===== src/rtl/core/arp_pkg.sv =====
package arp_pkg;

  localparam int COORD_BITS = 12;
  localparam int FRAC_BITS  = 8;

  localparam int CFG_DATA_BITS = 16;
  localparam int CFG_ADDR_BITS = 3;

  typedef enum logic [CFG_ADDR_BITS-1:0] {
    REG_FRAME_WIDTH    = 3'd0,
    REG_FRAME_HEIGHT   = 3'd1,
    REG_RING_RADIUS    = 3'd2,
    REG_RING_THICKNESS = 3'd3,
    REG_PIXEL_ASPECT   = 3'd4
  } cfg_reg_t;

  // sum of squares in Q.24, then scaled for the fraction bits
  localparam int SUM_BITS  = ((2 * COORD_BITS + 24) > 48 ? (2 * COORD_BITS + 24) : 48) + 1;
  localparam int SQ_SHIFT  = (FRAC_BITS >= 12) ? (2 * FRAC_BITS - 24) : 0;
  localparam int OUT_SHIFT = (FRAC_BITS >= 12) ? 0 : (12 - FRAC_BITS);
  localparam int RAD_BITS  = SUM_BITS + SQ_SHIFT;
  localparam int ROOT_BITS = (RAD_BITS + 1) / 2;
  localparam int DIST_BITS = ROOT_BITS - OUT_SHIFT;

  typedef struct packed {
    logic [COORD_BITS-1:0] pixel_x;
    logic [COORD_BITS-1:0] pixel_y;
    logic [7:0]            old_value;
  } pixel_in_t;

  typedef struct packed {
    logic [7:0] new_value;
    logic       in_ring;
  } pixel_out_t;

endpackage


===== src/rtl/core/antialiased_ring_pixel.sv =====
// Channel   Ports                         Handshake
// pixel     start, busy, pixel            beat taken when start & !busy
// result    done, result                  beat valid for one cycle on done
// config    cfg_we, cfg_addr, cfg_data    write when cfg_we
//
// One pixel per clock; busy is always low. The square root pipeline resolves
// one root bit per stage.
// rst clears the valid bits and loads the register defaults.
// The receiver cannot stall; results leave on done in input order.
module antialiased_ring_pixel (
  input  logic                             clk,
  input  logic                             rst,
  input  logic                             start,
  output logic                             busy,
  input  arp_pkg::pixel_in_t               pixel,
  output logic                             done,
  output arp_pkg::pixel_out_t              result,
  input  logic                             cfg_we,
  input  logic [arp_pkg::CFG_ADDR_BITS-1:0] cfg_addr,
  input  logic [arp_pkg::CFG_DATA_BITS-1:0] cfg_data
);
  import arp_pkg::*;

  localparam int CB = COORD_BITS;
  localparam int RW = RAD_BITS + 1;
  localparam int MW = FRAC_BITS + 1;
  localparam int DW = (DIST_BITS > 11 + FRAC_BITS ? DIST_BITS : 11 + FRAC_BITS) + 1;

  typedef struct packed {
    logic [7:0] old_value;
    logic       twice;
    logic       in_scan;
  } meta_t;

  logic [CB-1:0] frame_width;
  logic [CB-1:0] frame_height;
  logic [10:0]   ring_radius;
  logic [7:0]    ring_thickness;
  logic [15:0]   pixel_aspect;

  always_ff @(posedge clk) begin
    if (rst) begin
      frame_width    <= CB'(1920);
      frame_height   <= CB'(1080);
      ring_radius    <= 11'd486;
      ring_thickness <= 8'd10;
      pixel_aspect   <= 16'd4096;
    end else if (cfg_we) begin
      case (cfg_reg_t'(cfg_addr))
        REG_FRAME_WIDTH:    frame_width    <= cfg_data[CB-1:0];
        REG_FRAME_HEIGHT:   frame_height   <= cfg_data[CB-1:0];
        REG_RING_RADIUS:    ring_radius    <= cfg_data[10:0];
        REG_RING_THICKNESS: ring_thickness <= cfg_data[7:0];
        REG_PIXEL_ASPECT:   pixel_aspect   <= cfg_data[15:0];
        default: ;
      endcase
    end
  end

  assign busy = 1'b0;

  function automatic logic [7:0] blend(input logic [7:0] old, input logic [MW-1:0] m);
    logic [MW+8:0] acc;
    logic [MW-1:0] one;
    one = MW'(1) << FRAC_BITS;
    acc = (MW+9)'(m) * (MW+9)'(8'hff) + (MW+9)'(old) * (MW+9)'(one - m);
    return acc[FRAC_BITS+7:FRAC_BITS];
  endfunction

  logic [CB-1:0] xc, yc;
  logic [11:0]   rmax;
  assign xc   = frame_width >> 1;
  assign yc   = frame_height >> 1;
  assign rmax = 12'(ring_radius) + 12'(ring_thickness);

  // stage 1: offsets from the centre
  logic          s1_vld;
  logic [CB-1:0] s1_a, s1_b;
  logic [7:0]    s1_old;
  always_ff @(posedge clk) begin
    if (rst) s1_vld <= 1'b0;
    else     s1_vld <= start;
    s1_a   <= (pixel.pixel_y >= yc) ? pixel.pixel_y - yc : yc - pixel.pixel_y;
    s1_b   <= (pixel.pixel_x >= xc) ? pixel.pixel_x - xc : xc - pixel.pixel_x;
    s1_old <= pixel.old_value;
  end

  // stage 2: a*a, b*sar, scan bounds
  logic             s2_vld;
  logic [2*CB-1:0]  s2_aa;
  logic [23:0]      s2_bs;
  meta_t            s2_meta;
  logic [CB+15:0]   bs_full;
  assign bs_full = (CB+16)'(s1_b) * (CB+16)'(pixel_aspect);
  always_ff @(posedge clk) begin
    if (rst) s2_vld <= 1'b0;
    else     s2_vld <= s1_vld;
    s2_aa             <= (2*CB)'(s1_a) * (2*CB)'(s1_a);
    s2_bs             <= bs_full[23:0];
    s2_meta.old_value <= s1_old;
    s2_meta.twice     <= (s1_a == '0) || (s1_b == '0);
    s2_meta.in_scan   <= ((CB+12)'(s1_a) <= (CB+12)'(rmax)) &&
                         ((CB+28)'(bs_full) <= ((CB+28)'(rmax) << 12));
  end

  // stage 3: sum of squares
  logic  s3_vld;
  logic [RW-1:0] s3_sum;
  meta_t s3_meta;
  logic [SUM_BITS-1:0] sum;
  assign sum = (SUM_BITS'(s2_aa) << 24) + SUM_BITS'(48'(s2_bs) * 48'(s2_bs));
  always_ff @(posedge clk) begin
    if (rst) s3_vld <= 1'b0;
    else     s3_vld <= s2_vld;
    s3_sum  <= RW'(sum) << SQ_SHIFT;
    s3_meta <= s2_meta;
  end

  // square root, one root bit per stage
  logic [RW-1:0]        sq_rem  [0:ROOT_BITS];
  logic [ROOT_BITS-1:0] sq_root [0:ROOT_BITS];
  logic                 sq_vld  [0:ROOT_BITS];
  meta_t                sq_meta [0:ROOT_BITS];

  assign sq_rem[0]  = s3_sum;
  assign sq_root[0] = '0;
  assign sq_vld[0]  = s3_vld;
  assign sq_meta[0] = s3_meta;

  for (genvar k = 0; k < ROOT_BITS; k++) begin : g_sqrt
    localparam int BIT = ROOT_BITS - 1 - k;
    logic [RW-1:0] trial;
    assign trial = (RW'(sq_root[k]) << (BIT + 1)) | (RW'(1) << (2 * BIT));
    always_ff @(posedge clk) begin
      if (rst) sq_vld[k+1] <= 1'b0;
      else     sq_vld[k+1] <= sq_vld[k];
      if (sq_rem[k] >= trial) begin
        sq_rem[k+1]  <= sq_rem[k] - trial;
        sq_root[k+1] <= sq_root[k] | (ROOT_BITS'(1) << BIT);
      end else begin
        sq_rem[k+1]  <= sq_rem[k];
        sq_root[k+1] <= sq_root[k];
      end
      sq_meta[k+1] <= sq_meta[k];
    end
  end

  // band test and mix
  logic [DW-1:0] cf, rf, lf, df, one_d, tail;
  logic [MW-1:0] mix;
  logic          band;
  assign cf    = DW'(sq_root[ROOT_BITS] >> OUT_SHIFT);
  assign rf    = DW'(ring_radius) << FRAC_BITS;
  assign lf    = (DW'(ring_thickness) + DW'(1)) << FRAC_BITS;
  assign one_d = DW'(1) << FRAC_BITS;
  assign df    = cf - rf;
  assign tail  = lf - df;
  assign band  = sq_meta[ROOT_BITS].in_scan && (cf > rf) && (df < lf);
  always_comb begin
    if (df < one_d)        mix = MW'(df);
    else if (tail < one_d) mix = MW'(tail);
    else                   mix = MW'(one_d);
  end

  logic          p_vld, p_hit;
  logic [MW-1:0] p_mix;
  meta_t         p_meta;
  always_ff @(posedge clk) begin
    if (rst) p_vld <= 1'b0;
    else     p_vld <= sq_vld[ROOT_BITS];
    p_hit  <= band;
    p_mix  <= mix;
    p_meta <= sq_meta[ROOT_BITS];
  end

  // first blend
  logic          b1_vld, b1_hit, b1_twice;
  logic [MW-1:0] b1_mix;
  logic [7:0]    b1_val;
  always_ff @(posedge clk) begin
    if (rst) b1_vld <= 1'b0;
    else     b1_vld <= p_vld;
    b1_hit   <= p_hit;
    b1_twice <= p_meta.twice;
    b1_mix   <= p_mix;
    if (!p_hit)                          b1_val <= p_meta.old_value;
    else if (p_mix[FRAC_BITS])           b1_val <= 8'hff;
    else                                 b1_val <= blend(p_meta.old_value, p_mix);
  end

  // second blend for pixels on one axis, output register
  always_ff @(posedge clk) begin
    if (rst) done <= 1'b0;
    else     done <= b1_vld;
    result.in_ring <= b1_hit;
    if (!b1_hit || !b1_twice)    result.new_value <= b1_val;
    else if (b1_mix[FRAC_BITS])  result.new_value <= 8'hff;
    else                         result.new_value <= blend(b1_val, b1_mix);
  end

endmodule

===== config.mk =====
export PLATFORM = sky130hd
export DESIGN_NAME = antialiased_ring_pixel
export DESIGN_NICKNAME = d
export VERILOG_FILES = /design/src/rtl/core/arp_pkg.sv /design/src/rtl/core/antialiased_ring_pixel.sv
export SDC_FILE = /design/constraint.sdc
export NUM_CORES = 2
export LEC_CHECK = 0
export BUFFER_PORTS_ARGS = -buffer_cell sky130_fd_sc_hd__buf_2
export CAP_MARGIN = 30
export CORE_MARGIN = 1.5
export CORE_UTILIZATION = 55
export DETAILED_ROUTE_END_ITERATION = 10
export PLACE_DENSITY = 0.74
export SETUP_SLACK_MARGIN = 0.15
export SYNTH_ARGS = -nofsm -noshare
export SYNTH_HDL_FRONTEND = slang
export SYNTH_SLANG_ARGS = --single-unit

===== constraint.sdc =====
create_clock -name clk -period 9.93 [get_ports clk]
set_clock_uncertainty 0.15 [all_clocks]
set_input_delay 1.986 -clock clk [delete_from_list [all_inputs] [get_ports clk]]
set_output_delay 1.986 -clock clk [all_outputs]
set_load 0.01 [all_outputs]

==> flow_summary.toml <==
[status]
run_status = "completed"

[route]
vias_per_cell = 5.30
dr.pass1.iters = 5
drtIter0Drc = 4037
detail_route.wirelength_um = 207000
route.vias.total = 63500
route.detailed.wl_per_inst_um = 17.3
detail-route-antenna-nets = 0
drc = 0

[sta]
whs_ps = 156
final_max_slew_viol_count = 0
setup_viol_count_final = 0
max_clock_freq_ghz = 0.116
grt_setup_unrepaired = "false"
worst_pin_slew_ps = 1090
setup_total_negative_slack_ps = 0
finalHoldViolations = 0
period_share_pct = 86.8
timing.max_slew.rel_slack_pct = 27.1
finalCriticalPeriod_ps = 8620

[placement]
detailed_place_hpwl_um = 163000
dpl_cell_area_sq_um = 98700
globalplace.congestion = 0.926
port_buffers = 64

[critical_path]
critPathArrivalTime_ps = 9240
critical_path_peak_fanout = 24
endpoint_kind = "flop"
r2r-start = "s2_bs[1]"
critical_path.startpoint_type = "flop"
r2r_setup_slack_ps = 1310
rr_worst_depth = 22
critPathKind = "flop to flop"
worstReg2RegEnd = "s3_sum[44]"
crit_path_required_time_ps = 10550

[die]
io_pins = 66
fp.coreArea_sq_um = 174000
die-width_um = 421
die-area_sq_um = 177000
initial_core_util_pct = 55.3
die_h_um = 421
row_count = 153

[flow_run]
max_cap_violations = 0

[clock_network]
worstSkewPairLatency_ps = 830
cts.repair.resized = 0
clock_tree_from_tritoncts = "yes"
htree_levels = 4
cts_inserted_buffers = 177
cts.reportedPaths.clkPinSlew_ps = 60
max-clock-path-buffers = 3
holdBufCountCts = 0
cts.sink_count = 1820
post_cts_buffers = 0
cts_root_buffer = "sky130_fd_sc_hd__clkbuf_16"

[synthesis]
synth_enable_flop_cells = 0
post_synth_inst_count = 9440
synthDominantCellAreaShare_pct = 38.0
postSynth.topFlopCell = "sky130_fd_sc_hd__dfxtp_1"
synth-warning-count = 0
synth_top_area_cell = "sky130_fd_sc_hd__dfxtp_1"
synth-seq-area-share_pct = 38.0
synth_area_per_cell_sq_um = 10.2
synthDistinctLibCells = 81
synthMostInstantiatedCell = "sky130_fd_sc_hd__dfxtp_1"
synth.cell_area_sq_um = 95900
post_synth_most_frequent_cells = "sky130_fd_sc_hd__dfxtp_1 (1,820), sky130_fd_sc_hd__inv_1 (1,622), sky130_fd_sc_hd__fa_1 (909)"
async_flop_share_pct = 0
yosys-top-cells-area = "sky130_fd_sc_hd__dfxtp_1 (38%), sky130_fd_sc_hd__fa_1 (19%), sky130_fd_sc_hd__ha_1 (10%), sky130_fd_sc_hd__inv_1 (6.3%), sky130_fd_sc_hd__xnor2_1 (3.0%)"
synth_seq_cells = 1820

[global_route]
global_route.usage.total_pct = 24.0
global_route_wire_length_before_repair_um = 341000
grt_pass1_vias = 66400
grt_antenna_before_repair = 7
gr_overflow_total = 0
grt_max_degree = 89

[worst_hold_path]
hold-path-cell-count = 0
hold_end = "sq_rem[719]"
min-delay-path-class = "flop to flop"
hold_start = "sq_rem[769]"

[final_layout]
fill_cells = 14100
layout-area-overhead-vs-synth_pct = 9.61
postLayoutCoreUtil_pct = 60.6
numnets_final = 11300
drive_gt1_share_pct = 4.99
post-route-cell-area_sq_um = 105000
state kept, by name, indices dropped and copies added (netlist names), 11 cells and up:
name / count
cf: 21
frame_height: 11
frame_width: 11
g_sqrt.trial: 294
pixel_aspect: 16
ring_radius: 11
s1_a: 12
s1_b: 12
s2_aa: 23
s2_bs: 24
s3_sum: 48
sq_meta: 250
sq_rem: 973
sq_vld: 25
critical path, cell delays in order (launching register included):
cell and delay [ps]:
sky130_fd_sc_hd__dfxtp_1 980, sky130_fd_sc_hd__and2_1 320, sky130_fd_sc_hd__fa_1 420, sky130_fd_sc_hd__inv_1 80
sky130_fd_sc_hd__fa_1 400, sky130_fd_sc_hd__inv_1 70, sky130_fd_sc_hd__fa_1 430, sky130_fd_sc_hd__fa_1 470
sky130_fd_sc_hd__ha_1 340, sky130_fd_sc_hd__fa_1 540, sky130_fd_sc_hd__inv_1 50, sky130_fd_sc_hd__fa_1 530
sky130_fd_sc_hd__inv_1 50, sky130_fd_sc_hd__ha_1 370, sky130_fd_sc_hd__a2111o_1 440, sky130_fd_sc_hd__o311ai_0 810
sky130_fd_sc_hd__nor4_1 180, sky130_fd_sc_hd__nor3_1 590, sky130_fd_sc_hd__a31oi_1 210, sky130_fd_sc_hd__a221oi_1 450
sky130_fd_sc_hd__o21bai_1 230, sky130_fd_sc_hd__or4_1 430, sky130_fd_sc_hd__nand4_1 80
layout by cell type, fill, tap and decap left out, types with 36 or more instances in the layout:
| cell type | synthesis | layout |
|---|---|---|
| sky130_fd_sc_hd__fa_1 | 909 | 909 |
| sky130_fd_sc_hd__o21ai_0 | 257 | 257 |
| sky130_fd_sc_hd__a211oi_1 | 42 | 42 |
| sky130_fd_sc_hd__nor2b_1 | 101 | 101 |
| sky130_fd_sc_hd__mux2_2 | 49 | 49 |
| sky130_fd_sc_hd__buf_2 | 5 | 65 |
| sky130_fd_sc_hd__nand2_1 | 747 | 747 |
| sky130_fd_sc_hd__o21a_1 | 85 | 85 |
| sky130_fd_sc_hd__a21o_1 | 130 | 130 |
| sky130_fd_sc_hd__nor3_1 | 158 | 157 |
| sky130_fd_sc_hd__inv_1 | 1622 | 1622 |
| sky130_fd_sc_hd__ha_1 | 784 | 784 |
| sky130_fd_sc_hd__o31ai_1 | 52 | 52 |
| sky130_fd_sc_hd__xor2_1 | 213 | 213 |
| sky130_fd_sc_hd__clkbuf_16 | 0 | 179 |
| sky130_fd_sc_hd__a21oi_1 | 321 | 320 |
| sky130_fd_sc_hd__and2_1 | 360 | 360 |
| sky130_fd_sc_hd__xnor2_1 | 324 | 324 |
| sky130_fd_sc_hd__dfxtp_1 | 1820 | 1820 |
| sky130_fd_sc_hd__or3_1 | 47 | 47 |
| sky130_fd_sc_hd__nand4_1 | 70 | 70 |
| sky130_fd_sc_hd__nand2b_1 | 69 | 69 |
| sky130_fd_sc_hd__nor4_1 | 176 | 175 |
| sky130_fd_sc_hd__nand3_1 | 93 | 93 |
| sky130_fd_sc_hd__and3_1 | 38 | 38 |
| sky130_fd_sc_hd__nor2_1 | 370 | 370 |
| sky130_fd_sc_hd__buf_4 | 2 | 36 |
area by class of cell:
type	count	area (sq um)	area share, %
inverter	1622	6090	5.79
sequential	1820	36400	34.6
clock inverter	90	1490	1.42
timing repair buffer	104	641	0.609
antenna	1	2.50	0.00238
clock buffer	233	4910	4.67
tap	2325	2910	2.77
multi-input combinational	5798	52700	50.1
routing by layer:
metal  GRT usage, %  share of wire, %
met5              0             0.014
met4           9.36               3.7
met3           4.03               5.4
met2           40.8                48
met1           30.6                42
metrics by stage:
step                      cells  setup slack [ps]
after floorplan            9442              2480
after global placement    11700              1130
after detailed placement  11700              1310
after CTS                 12000              1320
after global routing      12000               915
final                     12000              1310
how the worst max path moves through the flow:
| stage | start | to | slack (ps) |
|---|---|---|---|
| floorplan | s2_bs[15] | s3_sum[44] | 2480 |
| global placement | s2_bs[4] | s3_sum[44] | 1130 |
| detailed placement | s2_bs[2] | s3_sum[44] | 1310 |
| CTS | s2_bs[2] | s3_sum[44] | 1320 |
| global route | s2_bs[1] | s3_sum[44] | 910 |
| finish | s2_bs[1] | s3_sum[44] | 1310 |
kinds of logic after synthesis:
| kind of cell | Yosys count | share of synthesized area (%) |
|---|---|---|
| adders and majority gates | 1693 | 29.2 |
| AOI/OAI and AO/OA | 1126 | 7.50 |
| other | 1 | 0.00391 |
| and+or+nand+nor | 2371 | 12.5 |
| DFF | 1820 | 38.0 |
| muxes | 68 | 0.773 |
| xor gates and xnor gates | 537 | 4.90 |
| buffers and inverters | 1824 | 7.17 |
Power is left out: the tool's default activity adds up to more than one toggle a clock period on the data nets, which glitch-free logic cannot reach.
